[src/rtl/lfyp_pkg.sv]
// Shared types and constants for the seeded Fisher-Yates pick block.
`default_nettype none

package lfyp_pkg;

   // Default sizes, handed to the top level parameters
   localparam int MAX_ELEMENTS_DEF = 16;
   localparam int PICK_COUNT_DEF   = 3;

   // Field widths fixed by the interface
   localparam int CFG_W  = 5;
   localparam int SEED_W = 32;
   localparam int PICK_W = 4;

   // Linear congruential generator
   localparam logic [SEED_W-1:0] LCG_MUL   = 32'd1103515245;
   localparam logic [SEED_W-1:0] LCG_ADD   = 32'd12345;
   localparam int                LCG_SHIFT = 16;

   // Dividend of the partner modulo: generator bits 31..16
   localparam int DIV_W    = SEED_W - LCG_SHIFT;
   localparam int DIV_CNT_W = $clog2(DIV_W);

   // Reset value of element_count
   localparam logic [CFG_W-1:0] COUNT_RESET = 5'd16;

   // Controller states
   typedef enum logic [3:0] {
      ST_IDLE,
      ST_FILL,
      ST_MUL,
      ST_ADD,
      ST_DIV,
      ST_RD_TOP,
      ST_RD_J,
      ST_WR_TOP,
      ST_WR_J,
      ST_PICK_RD,
      ST_PICK_OUT
   } state_type;

   // Store read address source
   typedef enum logic [1:0] {
      RD_SEL_TOP,
      RD_SEL_J,
      RD_SEL_POS
   } rd_sel_type;

   // Controller to datapath commands
   typedef struct packed {
      logic       load;     // take seed and count, start a transaction
      logic       fill;     // write identity entry at pos, advance pos
      logic       mul;      // register generator times multiplier
      logic       add;      // finish generator step, arm divider
      logic       div;      // one restoring division step
      rd_sel_type rd_sel;
      logic       cap_a;    // hold entry read from top position
      logic       wr_top;   // write entry j into top position
      logic       wr_j;     // write held top entry into position j
      logic       top_dec;  // move to next lower top position
      logic       pos_clr;
      logic       pos_inc;
   } cmd_type;

   // Datapath to controller status
   typedef struct packed {
      logic fill_last;    // pos at last store entry
      logic run_shuffle;  // count above one
      logic div_last;     // final division step
      logic top_is_one;   // last shuffle pass
      logic pick_last;    // pos at final pick
   } sts_type;

endpackage

`default_nettype wire

[src/rtl/lfyp_ram.sv]
// Generic single-write, single-read RAM with registered read data.
`default_nettype none

module lfyp_ram #(
   parameter int WIDTH = 4,
   parameter int DEPTH = 16
) (
   input  wire logic                     clock,
   input  wire logic                     wr_en,
   input  wire logic [$clog2(DEPTH)-1:0] wr_addr,
   input  wire logic [WIDTH-1:0]         wr_data,
   input  wire logic [$clog2(DEPTH)-1:0] rd_addr,
   output logic      [WIDTH-1:0]         rd_data
);

   logic [WIDTH-1:0] mem_ff [DEPTH];

   // Write and registered read
   always_ff @(posedge clock) begin
      if (wr_en) begin
         mem_ff[wr_addr] <= wr_data;
      end
      rd_data <= mem_ff[rd_addr];
   end

endmodule

`default_nettype wire

[src/rtl/lfyp_datapath.sv]
// Datapath: generator, partner divider, permutation store and counters.
`default_nettype none

module lfyp_datapath #(
   parameter int MAX_ELEMENTS = lfyp_pkg::MAX_ELEMENTS_DEF,
   parameter int PICK_COUNT   = lfyp_pkg::PICK_COUNT_DEF
) (
   input  wire logic                          clock,
   input  wire logic                          reset,
   input  wire lfyp_pkg::cmd_type             cmd,
   output lfyp_pkg::sts_type                  sts,
   input  wire logic [lfyp_pkg::SEED_W-1:0]   req_seed,
   input  wire logic                          csr_wr,
   input  wire logic [lfyp_pkg::CFG_W-1:0]    csr_element_count,
   output logic      [lfyp_pkg::PICK_W-1:0]   pick_index
);

   import lfyp_pkg::*;

   localparam int DEPTH = (MAX_ELEMENTS > PICK_COUNT) ? MAX_ELEMENTS : PICK_COUNT;
   localparam int IDX_W = $clog2(DEPTH);
   localparam int CNT_W = $clog2(DEPTH + 1);
   localparam int CMP_W = (CNT_W > CFG_W) ? CNT_W : CFG_W;
   localparam int EXT_W = (IDX_W > PICK_W) ? IDX_W : PICK_W;

   logic [CFG_W-1:0]   count_ff;
   logic [SEED_W-1:0]  gen_ff, gen_in;
   logic [SEED_W-1:0]  prod_ff;
   logic [DIV_W-1:0]   dvd_ff;
   logic [CNT_W-1:0]   rem_ff, rem_in;
   logic [DIV_CNT_W-1:0] step_ff;
   logic [IDX_W-1:0]   top_ff;
   logic [IDX_W-1:0]   pos_ff;
   logic               shuffle_ff;
   logic [IDX_W-1:0]   a_ff;

   logic [CMP_W-1:0]   count_ext;
   logic [CNT_W-1:0]   count_sat;
   logic [CNT_W-1:0]   divisor;
   logic [CNT_W:0]     trial;
   logic [IDX_W-1:0]   j_idx;

   logic               wr_en;
   logic [IDX_W-1:0]   wr_addr;
   logic [IDX_W-1:0]   wr_data;
   logic [IDX_W-1:0]   rd_addr;
   logic [IDX_W-1:0]   rd_data;
   logic [EXT_W-1:0]   rd_ext;

   // Saturate the configured count to the store size
   assign count_ext = CMP_W'(count_ff);
   assign count_sat = (count_ext > CMP_W'(MAX_ELEMENTS)) ? CNT_W'(MAX_ELEMENTS)
                                                         : CNT_W'(count_ext);

   // Divisor of the current pass is top + 1
   assign divisor = CNT_W'(top_ff) + CNT_W'(1);
   assign trial   = {rem_ff, dvd_ff[DIV_W-1]};
   assign rem_in  = (trial >= (CNT_W+1)'(divisor)) ? CNT_W'(trial - (CNT_W+1)'(divisor))
                                                   : CNT_W'(trial);
   assign j_idx   = rem_ff[IDX_W-1:0];

   assign gen_in  = prod_ff + LCG_ADD;

   // Configuration register
   always_ff @(posedge clock) begin
      if (reset) begin
         count_ff <= COUNT_RESET;
      end else if (csr_wr) begin
         count_ff <= csr_element_count;
      end
   end

   // Generator value
   always_ff @(posedge clock) begin
      if (reset) begin
         gen_ff <= '0;
      end else if (cmd.load) begin
         gen_ff <= req_seed;
      end else if (cmd.add) begin
         gen_ff <= gen_in;
      end
   end

   // Product register, then divider: one quotient bit per cycle
   always_ff @(posedge clock) begin
      if (cmd.mul) begin
         prod_ff <= gen_ff * LCG_MUL;
      end
      if (cmd.add) begin
         dvd_ff  <= gen_in[SEED_W-1:LCG_SHIFT];
         rem_ff  <= '0;
      end else if (cmd.div) begin
         dvd_ff  <= {dvd_ff[DIV_W-2:0], 1'b0};
         rem_ff  <= rem_in;
      end
   end

   // Division step counter
   always_ff @(posedge clock) begin
      if (reset) begin
         step_ff <= '0;
      end else if (cmd.add) begin
         step_ff <= '0;
      end else if (cmd.div) begin
         step_ff <= step_ff + DIV_CNT_W'(1);
      end
   end

   // Top position and shuffle flag
   always_ff @(posedge clock) begin
      if (reset) begin
         top_ff     <= '0;
         shuffle_ff <= 1'b0;
      end else if (cmd.load) begin
         top_ff     <= IDX_W'(count_sat - CNT_W'(1));
         shuffle_ff <= (count_sat > CNT_W'(1));
      end else if (cmd.top_dec) begin
         top_ff     <= top_ff - IDX_W'(1);
      end
   end

   // Fill and pick position
   always_ff @(posedge clock) begin
      if (reset) begin
         pos_ff <= '0;
      end else if (cmd.load || cmd.pos_clr) begin
         pos_ff <= '0;
      end else if (cmd.fill || cmd.pos_inc) begin
         pos_ff <= pos_ff + IDX_W'(1);
      end
   end

   // Hold the entry read from the top position
   always_ff @(posedge clock) begin
      if (cmd.cap_a) begin
         a_ff <= rd_data;
      end
   end

   // Store port selection
   always_comb begin
      wr_en   = cmd.fill || cmd.wr_top || cmd.wr_j;
      wr_addr = pos_ff;
      wr_data = pos_ff;
      if (cmd.wr_top) begin
         wr_addr = top_ff;
         wr_data = rd_data;
      end else if (cmd.wr_j) begin
         wr_addr = j_idx;
         wr_data = a_ff;
      end
      unique case (cmd.rd_sel)
         RD_SEL_TOP: rd_addr = top_ff;
         RD_SEL_J:   rd_addr = j_idx;
         RD_SEL_POS: rd_addr = pos_ff;
         default:    rd_addr = pos_ff;
      endcase
   end

   lfyp_ram #(
      .WIDTH (IDX_W),
      .DEPTH (DEPTH)
   ) u_store (
      .clock   (clock),
      .wr_en   (wr_en),
      .wr_addr (wr_addr),
      .wr_data (wr_data),
      .rd_addr (rd_addr),
      .rd_data (rd_data)
   );

   // Mask the entry to the result width
   assign rd_ext     = EXT_W'(rd_data);
   assign pick_index = rd_ext[PICK_W-1:0];

   // Status to the controller
   assign sts.fill_last   = (pos_ff == IDX_W'(DEPTH - 1));
   assign sts.run_shuffle = shuffle_ff;
   assign sts.div_last    = (step_ff == DIV_CNT_W'(DIV_W - 1));
   assign sts.top_is_one  = (top_ff == IDX_W'(1));
   assign sts.pick_last   = (pos_ff == IDX_W'(PICK_COUNT - 1));

   // Partner index lies below the divisor once division is done
   a_partner_range: assert property (@(posedge clock) disable iff (reset)
      cmd.cap_a |-> (rem_ff < divisor))
      else $error("swap partner not below divisor");

   // Swaps only happen on a nonzero top position
   a_top_nonzero: assert property (@(posedge clock) disable iff (reset)
      cmd.wr_j |-> (top_ff != '0))
      else $error("swap at top position zero");

endmodule

`default_nettype wire

[src/rtl/lfyp_ctrl.sv]
// Controller state machine sequencing fill, shuffle passes and picks.
`default_nettype none

module lfyp_ctrl (
   input  wire logic              clock,
   input  wire logic              reset,
   input  wire logic              start,
   output logic                   busy,
   input  wire lfyp_pkg::sts_type sts,
   output lfyp_pkg::cmd_type      cmd,
   output logic                   rsp_strobe,
   output logic                   rsp_last_pick
);

   import lfyp_pkg::*;

   state_type state_ff, state_in;

   // State register
   always_ff @(posedge clock) begin
      if (reset) begin
         state_ff <= ST_IDLE;
      end else begin
         state_ff <= state_in;
      end
   end

   // Next state and commands
   always_comb begin
      state_in   = state_ff;
      cmd        = '0;
      cmd.rd_sel = RD_SEL_POS;
      unique case (state_ff)
         ST_IDLE: begin
            if (start) begin
               cmd.load = 1'b1;
               state_in = ST_FILL;
            end
         end
         ST_FILL: begin
            cmd.fill = 1'b1;
            if (sts.fill_last) begin
               cmd.pos_clr = 1'b1;
               state_in    = sts.run_shuffle ? ST_MUL : ST_PICK_RD;
            end
         end
         ST_MUL: begin
            cmd.mul  = 1'b1;
            state_in = ST_ADD;
         end
         ST_ADD: begin
            cmd.add  = 1'b1;
            state_in = ST_DIV;
         end
         ST_DIV: begin
            cmd.div = 1'b1;
            if (sts.div_last) begin
               state_in = ST_RD_TOP;
            end
         end
         ST_RD_TOP: begin
            cmd.rd_sel = RD_SEL_TOP;
            state_in   = ST_RD_J;
         end
         ST_RD_J: begin
            cmd.rd_sel = RD_SEL_J;
            cmd.cap_a  = 1'b1;
            state_in   = ST_WR_TOP;
         end
         ST_WR_TOP: begin
            cmd.wr_top = 1'b1;
            state_in   = ST_WR_J;
         end
         ST_WR_J: begin
            cmd.wr_j = 1'b1;
            if (sts.top_is_one) begin
               state_in = ST_PICK_RD;
            end else begin
               cmd.top_dec = 1'b1;
               state_in    = ST_MUL;
            end
         end
         ST_PICK_RD: begin
            state_in = ST_PICK_OUT;
         end
         ST_PICK_OUT: begin
            if (sts.pick_last) begin
               state_in = ST_IDLE;
            end else begin
               cmd.pos_inc = 1'b1;
               state_in    = ST_PICK_RD;
            end
         end
         default: begin
            state_in = ST_IDLE;
         end
      endcase
   end

   assign busy          = (state_ff != ST_IDLE);
   assign rsp_strobe    = (state_ff == ST_PICK_OUT);
   assign rsp_last_pick = rsp_strobe && sts.pick_last;

   // An accepted transaction makes the block busy
   a_start_busy: assert property (@(posedge clock) disable iff (reset)
      (start && !busy) |=> busy)
      else $error("start accepted but block not busy");

   // Results are spaced by a store read state
   a_pick_gap: assert property (@(posedge clock) disable iff (reset)
      (rsp_strobe && !rsp_last_pick) |=> !rsp_strobe)
      else $error("back-to-back result strobes");

   // Block goes idle after the final result
   a_last_idle: assert property (@(posedge clock) disable iff (reset)
      rsp_last_pick |=> !busy)
      else $error("still busy after final result");

endmodule

`default_nettype wire

[src/rtl/lcg_fisher_yates_pick_core.sv]
// Top level: seeded Fisher-Yates shuffle returning the front picks.
//
// A seed is taken when start is high and busy is low. The block fills its
// permutation store with the identity (one entry a cycle), then runs one
// shuffle pass per top index from count-1 down to 1. Each pass runs the
// generator multiply and add, a 16-step bit-serial modulo for the swap
// partner, and two reads and two writes on the store, which has one write
// port and one read port. The picks then come out on rsp_strobe, each after
// a store read state, the last one marked by rsp_last_pick; the receiver
// cannot stall them. There are no shuffle passes at all for a count below
// two. The fill covers DEPTH entries, where DEPTH is the larger of
// MAX_ELEMENTS and PICK_COUNT. element_count may be written through the csr
// port while busy and start are both low; values above MAX_ELEMENTS act as
// MAX_ELEMENTS.
`default_nettype none

module lcg_fisher_yates_pick_core #(
   parameter int MAX_ELEMENTS = lfyp_pkg::MAX_ELEMENTS_DEF,
   parameter int PICK_COUNT   = lfyp_pkg::PICK_COUNT_DEF
) (
   input  wire logic                        clock,
   input  wire logic                        reset,
   input  wire logic                        start,
   output logic                             busy,
   input  wire logic [lfyp_pkg::SEED_W-1:0] req_seed,
   output logic                             rsp_strobe,
   output logic      [lfyp_pkg::PICK_W-1:0] rsp_pick_index,
   output logic                             rsp_last_pick,
   input  wire logic                        csr_valid,
   output logic                             csr_ready,
   input  wire logic [lfyp_pkg::CFG_W-1:0]  csr_element_count
);

   import lfyp_pkg::*;

   cmd_type cmd;
   sts_type sts;

   // Accept register writes only while idle and no seed is offered
   assign csr_ready = !busy && !start;

   lfyp_ctrl u_ctrl (
      .clock         (clock),
      .reset         (reset),
      .start         (start),
      .busy          (busy),
      .sts           (sts),
      .cmd           (cmd),
      .rsp_strobe    (rsp_strobe),
      .rsp_last_pick (rsp_last_pick)
   );

   lfyp_datapath #(
      .MAX_ELEMENTS (MAX_ELEMENTS),
      .PICK_COUNT   (PICK_COUNT)
   ) u_datapath (
      .clock             (clock),
      .reset             (reset),
      .cmd               (cmd),
      .sts               (sts),
      .req_seed          (req_seed),
      .csr_wr            (csr_valid && csr_ready),
      .csr_element_count (csr_element_count),
      .pick_index        (rsp_pick_index)
   );

endmodule

`default_nettype wire

[config.mk]
export PLATFORM = sky130hd
export DESIGN_NAME = lcg_fisher_yates_pick_core
export DESIGN_NICKNAME = d
export VERILOG_FILES = /design/src/rtl/lfyp_pkg.sv /design/src/rtl/lfyp_ram.sv /design/src/rtl/lfyp_datapath.sv /design/src/rtl/lfyp_ctrl.sv /design/src/rtl/lcg_fisher_yates_pick_core.sv
export SDC_FILE = /design/constraint.sdc
export NUM_CORES = 1
export LEC_CHECK = 0
export ABC_AREA = 1
export BUFFER_PORTS_ARGS = -buffer_cell sky130_fd_sc_hd__buf_2
export CAP_MARGIN = 0
export CORE_MARGIN = 10
export CORE_UTILIZATION = 45
export CTS_CLUSTER_DIAMETER = 60
export DETAILED_ROUTE_END_ITERATION = 10
export MAX_ROUTING_LAYER = met4
export PLACE_DENSITY = 0.69
export SLEW_MARGIN = 25
export SYNTH_ARGS = -nofsm -noshare
export SYNTH_HDL_FRONTEND = slang
export SYNTH_SLANG_ARGS = --single-unit
[constraint.sdc]
create_clock -name clock -period 7.2 [get_ports clock]
set_input_delay 1.08 -clock clock [delete_from_list [all_inputs] [get_ports clock]]
set_output_delay 1.08 -clock clock [all_outputs]
set_load 0.1 [all_outputs]
* Word-level counts from Yosys, hierarchy flattened
Memory sizes are Yosys's and may differ from the RTL's. A register that Yosys moved wholly into a read port is not among the register bits.
Cells that the tools add are included.
** Word-level totals
- Register bits :: 111
- Bits in latches :: 0
- Memory bits (writable) :: 64
- ROM bits :: 0
- Input port bits :: 41
- Output and inout bits :: 8
- Logic and storage cells :: 96
- Memories kept :: 1
** Memories
- u_datapath.u_store.mem_ff :: depth 16, bits a word 4, rd ports 1, clocked after Yosys merged registers in 1, wr ports 1, RTL line lfyp_ram.sv:16 : logic [WIDTH-1:0] mem_ff [DEPTH];
** Cells by class
- Add/sub/neg operators :: 7
- $mul :: 1
- Divide/modulo/power cells :: 0
- Order comparisons :: 3
- Eq/ne operators :: 18
- Shifts and indexed selects :: 0
- Mux-type cells :: 37
- Bitwise logic cells :: 0
- Reductions and logical operators :: 18
** Operator list (count)
- $mux W32 :: 2
- $mux W4 :: 12
- $pmux W4 S11 :: 1
- $add A32 B14 Y32 const B :: 1
- $mul A32 B31 Y32 const B :: 1
- $mux W16 :: 2
- $eq A4 B4 Y1 const B :: 5
- $eq A4 B3 Y1 const B :: 4
- $mux W1 :: 15
- $eq A4 B2 Y1 const B :: 3
- $mux W5 :: 2
- $add A4 B1 Y4 const B :: 2
- $eq A4 B1 Y1 const B :: 2
- $pmux W4 S2 :: 1
- $sub A4 B1 Y4 const B :: 2
- $ge A6 B5 Y1 :: 1
- $ne A2 B2 Y1 const B :: 3
- $reduce_bool A2 Y1 :: 3
- $add A4 B1 Y5 const B :: 1
- $gt A5 B1 Y1 const B :: 1
- $gt A5 B5 Y1 const B :: 1
- $sub A5 B5 Y5 :: 1
- $logic_not A4 Y1 :: 1
- $logic_or A1 B1 Y1 :: 4
- 9 further kinds :: 13

* Depth between registers and ports, before layout
- Depth in word-level cells :: 6
- Depth in mapped cells :: 31
- Mapped depth without buffers :: 31

* Modules after synthesis
Synthesis repeated with hierarchy kept, for this count alone.
** Unflattened totals
- Cells, all modules :: 2084
- Area total of the unflattened synthesis :: 17694.5 µm²
** Modules (own cells, without submodules)
- lfyp_datapath :: instances 1, cells each 1717, area an instance 14336.2 µm², seq. area each 2662.6 µm²
- lfyp_ram :: instances 1, cells each 290, area an instance 2966.6 µm², seq. area each 2001.9 µm²
- lfyp_ctrl :: instances 1, cells each 71, area an instance 364.1 µm², seq. area each 80.1 µm²
- lcg_fisher_yates_pick_core :: instances 1, cells each 6, area an instance 27.5 µm², seq. area each 0.0 µm²

* Worst setup path before layout
No wires, ideal clock.
- Path kind :: flip-flop to flip-flop
- Start point :: register u_datapath.gen_ff[17]
- End point :: register u_datapath.prod_ff[31] (data pin)
- Library setup time :: 252 ps
- Arrival time :: 5728 ps
- Data required time :: 6948 ps
- Setup slack :: 1220 ps
- Cell stages (with the launch flop) :: 25
- Buffers on the path :: 0
- Period minus slack after synthesis :: 5980 ps
- Cell sequence :: dfxtp_1 -> ha_1 -> inv_1 -> fa_1 -> inv_1 -> fa_1 -> inv_1 -> fa_1 -> inv_1 -> fa_1 -> inv_1 -> fa_1 -> fa_1 -> fa_1 -> inv_1 -> ha_1 -> a21oi_1 -> nor2_1 -> or2_2 -> a21oi_1 -> nand3_1 -> nor2_1 -> inv_1 -> nand2_1 -> nand2_1
** On the way
- Cells in the longest elaborated chain, start to end :: 1
** RTL lines
- start: declaration :: RTL line lfyp_datapath.sv:27 : logic [SEED_W-1:0] gen_ff, gen_in;
- start signal: assignment :: RTL line lfyp_datapath.sv:78 : gen_ff <= req_seed;
- start signal: assignment :: RTL line lfyp_datapath.sv:80 : gen_ff <= gen_in;
- $mul A32 B31 Y32 :: RTL line lfyp_datapath.sv:87 : prod_ff <= gen_ff * LCG_MUL;
- end signal: assignment :: RTL line lfyp_datapath.sv:87
- end: declaration :: RTL line lfyp_datapath.sv:28 : logic [SEED_W-1:0] prod_ff;
Every way passes these cells.
A chain may end at the register's enable or synchronous reset.

* Worst setup path after layout
- Start point :: register u_datapath.gen_ff[7]
- End point :: register u_datapath.prod_ff[24] (data pin)
Same word-level chain as after synthesis.

==> results.md <==
- CP Max Fanout: 10
- Data required time of the worst path: 7.39 ns
- Max Fclk: 150.5 MHz
- Hold Startpoint: u_datapath.step_ff[1]$_SDFFE_PP0P_
- Routability cong.: 1.006
- Routed wire per std cell: 18.79 um
- Die span in y: 217.1 um
- Hold Buf Count CTS: 0
- First-pass GRT wire length: 77780 um
- CTS resizes: 0
- H-tree depth: 4
- RR Startpoint: u_datapath.gen_ff[7]$_SDFFE_PP0P_
- Netlist cell types: 46
- Postcts setup bufs: 0
- Nets: 2492
- Post-DP HPWL: 40610 um
- Setup TNS: 0 ns
- Synth Warn #: 0
- Maximum number of pins on one net before global-route repair: 46
- Critical path class: register to register
- Area of the mapped netlist: 0.01748 sq mm
- Gr ovfl total: 0
- Minimum clock period after layout: 6.643 ns
- Top post-synthesis cells by area: fa_1 (22%), edfxtp_1 (20%), ha_1 (14%), inv_1 (9.9%), nand2_1 (8.9%)
- Residual DRC: 0
- Max cap viols: 0
- Number of global-route vias before repair: 14290
- Core area: 0.03856 sq mm
- Worst-path clk slew: 0.09 ns
- Status: finished, final reports clean
- Row cnt: 72
- Final ANT Viol Nets: 0
- Via Count: 13690
- GRT Total Usage: 21.78%
- Crit path DAT: 6.84 ns
- Crit path launch: u_datapath.gen_ff[7]$_SDFFE_PP0P_
- Fin. max-slew vios: 0
- Num ports: 49
- Post-synth EDFFs: 116
- Port Buffers: 48
- Layout cell share with drive strength beyond 1: 5.758%
- Filler cell count: 3712
- Initial DRC count: 1071
- Register area share after synthesis: 27.15%
- Chip width: 217.1 um
- Final Skew: 0.02172 ns
- Actual slew at the worst max-slew pin: 0.9282 ns
- Mapped Cells: 2016
- Async set-or-reset flop fraction in the synthesized netlist: 0%
- Root Buffer: clkbuf_16
- Syn_area_per_cell: 8.669 sq um
- Post-synth net total: 2437
- Worst min path class: register to register
- Clk sinks: 179
- Num CTS Buffers: 17
- CTS tree: done
- Die area: 0.04712 sq mm
- Yosys reg bits: 179
- Antenna cells: 0
- Unrepaired setup endpoints after global routing: no
- Final Hold Vio Count: 0
- Initial core utilization: 45.33%
- Fin crit share: 92.26%
- Clk Latency, worst-skew pair: 0.46 ns
- Via/cell ratio: 5.260
- Maximum buffer depth of the clock tree: 2
- Area Growth Syn to Fin: 8.169%
- Final setup fails: 0
- Worst Setup End Kind: register
- Startpoint Class: register
- Most used DFF post-synth: edfxtp_1
- Synth top area share: 21.65%
- Antenna violations before repair: 0
- Max_slew headroom: 37.97%
- Drt total wl: 48900 um
- TritonRoute pass-1 iters: 5
- Post-synth top area cell: fa_1
## cell type report
cell class | instances | area [sq um] | area share, %
Clock buffer | 18 | 429.2 | 2.270
Clock inverter | 14 | 133.9 | 0.7082
Multi-Input combinational cell | 1340 | 10820 | 57.26
Tap cell | 518 | 648.1 | 3.428
Sequential cell | 179 | 4745 | 25.10
Timing Repair Buffer | 65 | 367.9 | 1.946
Inverter | 468 | 1757 | 9.292
## placed cells by master, fill, tap and decap left out, types with 4 or more instances in the layout
cell type  synthesis  routed
buf_4              5      17
fa_1             189     189
nor4_1             7       7
and3_1             5       5
edfxtp_1         116     116
nand3b_1           4       4
inv_6              0       4
clkbuf_16          0      17
nor3_1            20      19
xor2_1            39      39
a31oi_1           11      11
nor2_1            94      94
xnor2_1           24      24
inv_2              9       9
nand4_1           15      15
buf_2             11      48
o21bai_1          11      11
ha_1             191     191
inv_1            459     459
a21oi_1           70      70
nor2_2             4       4
o211ai_1          15      15
a22o_1             5       5
o21ai_0           84      84
o21ai_1            5       5
nand3_1          102     102
dfxtp_1           63      63
nand2_1          414     414
## sequential cells by signal (all words and copies together), names as in the netlist
register and count:
u_datapath.top_ff 4, u_datapath.u_store.mem_ff 64, u_datapath.dvd_ff 16, u_datapath.a_ff 4, u_datapath.step_ff 4, u_datapath.gen_ff 32
u_datapath.prod_ff 32, u_datapath.shuffle_ff 1, u_ctrl.state_ff 4, u_datapath.count_ext 5, u_datapath.pos_ff 4, u_datapath.u_store.rd_data 4
u_datapath.rem_ff 5
## synth_stat cells (2+ instances only)
| cell | count |
|---|---|
| o22ai_1 | 3 |
| edfxtp_1 | 116 |
| a211oi_1 | 2 |
| nand3_1 | 102 |
| nor4_1 | 7 |
| fa_1 | 189 |
| nand4_1 | 15 |
| nor3_1 | 20 |
| o221ai_1 | 2 |
| inv_1 | 459 |
| a21o_1 | 3 |
| nor2_1 | 94 |
| xor2_1 | 39 |
| a221oi_1 | 2 |
| buf_6 | 2 |
| xnor2_1 | 24 |
| nand2_1 | 414 |
| clkbuf_1 | 10 |
| nand3b_1 | 4 |
| dfxtp_1 | 63 |
| a22oi_1 | 2 |
| a21oi_1 | 70 |
| o21ai_0 | 84 |
| o21ai_1 | 5 |
| o211ai_1 | 15 |
| a22o_1 | 5 |
| buf_2 | 11 |
| o31ai_1 | 2 |
| a31oi_1 | 11 |
| nand2_2 | 2 |
| and3_1 | 5 |
| ha_1 | 191 |
| buf_4 | 5 |
| inv_2 | 9 |
| a21boi_0 | 3 |
| nor2_2 | 4 |
| or2_2 | 3 |
| o21bai_1 | 11 |
## routing by layer
metal | GRT usage [%] | share of wire (%) | vias to the layer above
met2 | 36.72 | 49 | 463
met4 | 8.366 | 3.8 | 0
li1 | - | - | 6470
met5 | - | 0 | -
met1 | 25.93 | 41 | 6652
met3 | 3.218 | 5.9 | 102
## critical path, stage by stage, from the launching register on
cell	delay, ns
dfxtp_1	0.64
ha_1	0.40
xnor2_1	0.27
inv_1	0.12
ha_1	0.19
a21oi_1	0.22
fa_1	0.49
fa_1	0.52
inv_1	0.06
fa_1	0.50
inv_1	0.06
fa_1	0.56
fa_1	0.43
fa_1	0.51
inv_1	0.05
ha_1	0.38
nand2_1	0.12
nor4_1	0.44
nand2_1	0.10
nand2_1	0.14
nand2_1	0.07
nand2_1	0.08
xor2_1	0.07
## logic make-up (layout without fill, tap and decap cells)
kind of cell             count (synthesis)  in the layout  share of synthesized area, %
AND/OR/NAND/NOR                        673            673                         16.03
buffers and inverters                  497            565                         10.95
XOR/XNOR                                63             63                         3.157
flip-flops                             179            179                         27.15
adder cells (fa/ha/maj)                380            380                         35.32
AO/OA/AOI/OAI                          224            224                         7.395
## per-stage QoR
stage / cell area, sq um / worst slack, ns / utilization (%) / hold slack (ns) / std cells
5_1_grt: 18900 / 0.2102 / 49.03 / 0.4970 / 2602
2_1_floorplan: 17480 / 1.220 / - / 0.4473 / 2016
6_report: 18900 / 0.5572 / 49.03 / 0.4782 / 2602
3_5_place_dp: 18340 / 0.6343 / 47.57 / 0.4587 / 2570
4_1_cts: 18900 / 0.5539 / 49.03 / 0.4792 / 2602
3_3_place_gp: 18340 / 0.7047 / 47.57 / 0.4630 / 2570
## worst paths after layout
kind	endpoint	slack, ns	cells past startpoint
max	u_datapath.prod_ff[24]$_DFFE_PP_	0.56	22
min	u_datapath.step_ff[1]$_SDFFE_PP0P_	0.48	2
max reg2reg	u_datapath.prod_ff[24]$_DFFE_PP_	0.56	22
min reg2reg	u_datapath.step_ff[1]$_SDFFE_PP0P_	0.48	2
Power is not shown: default switching activity piles up to over one toggle a cycle in this logic, so the estimate is an artifact.
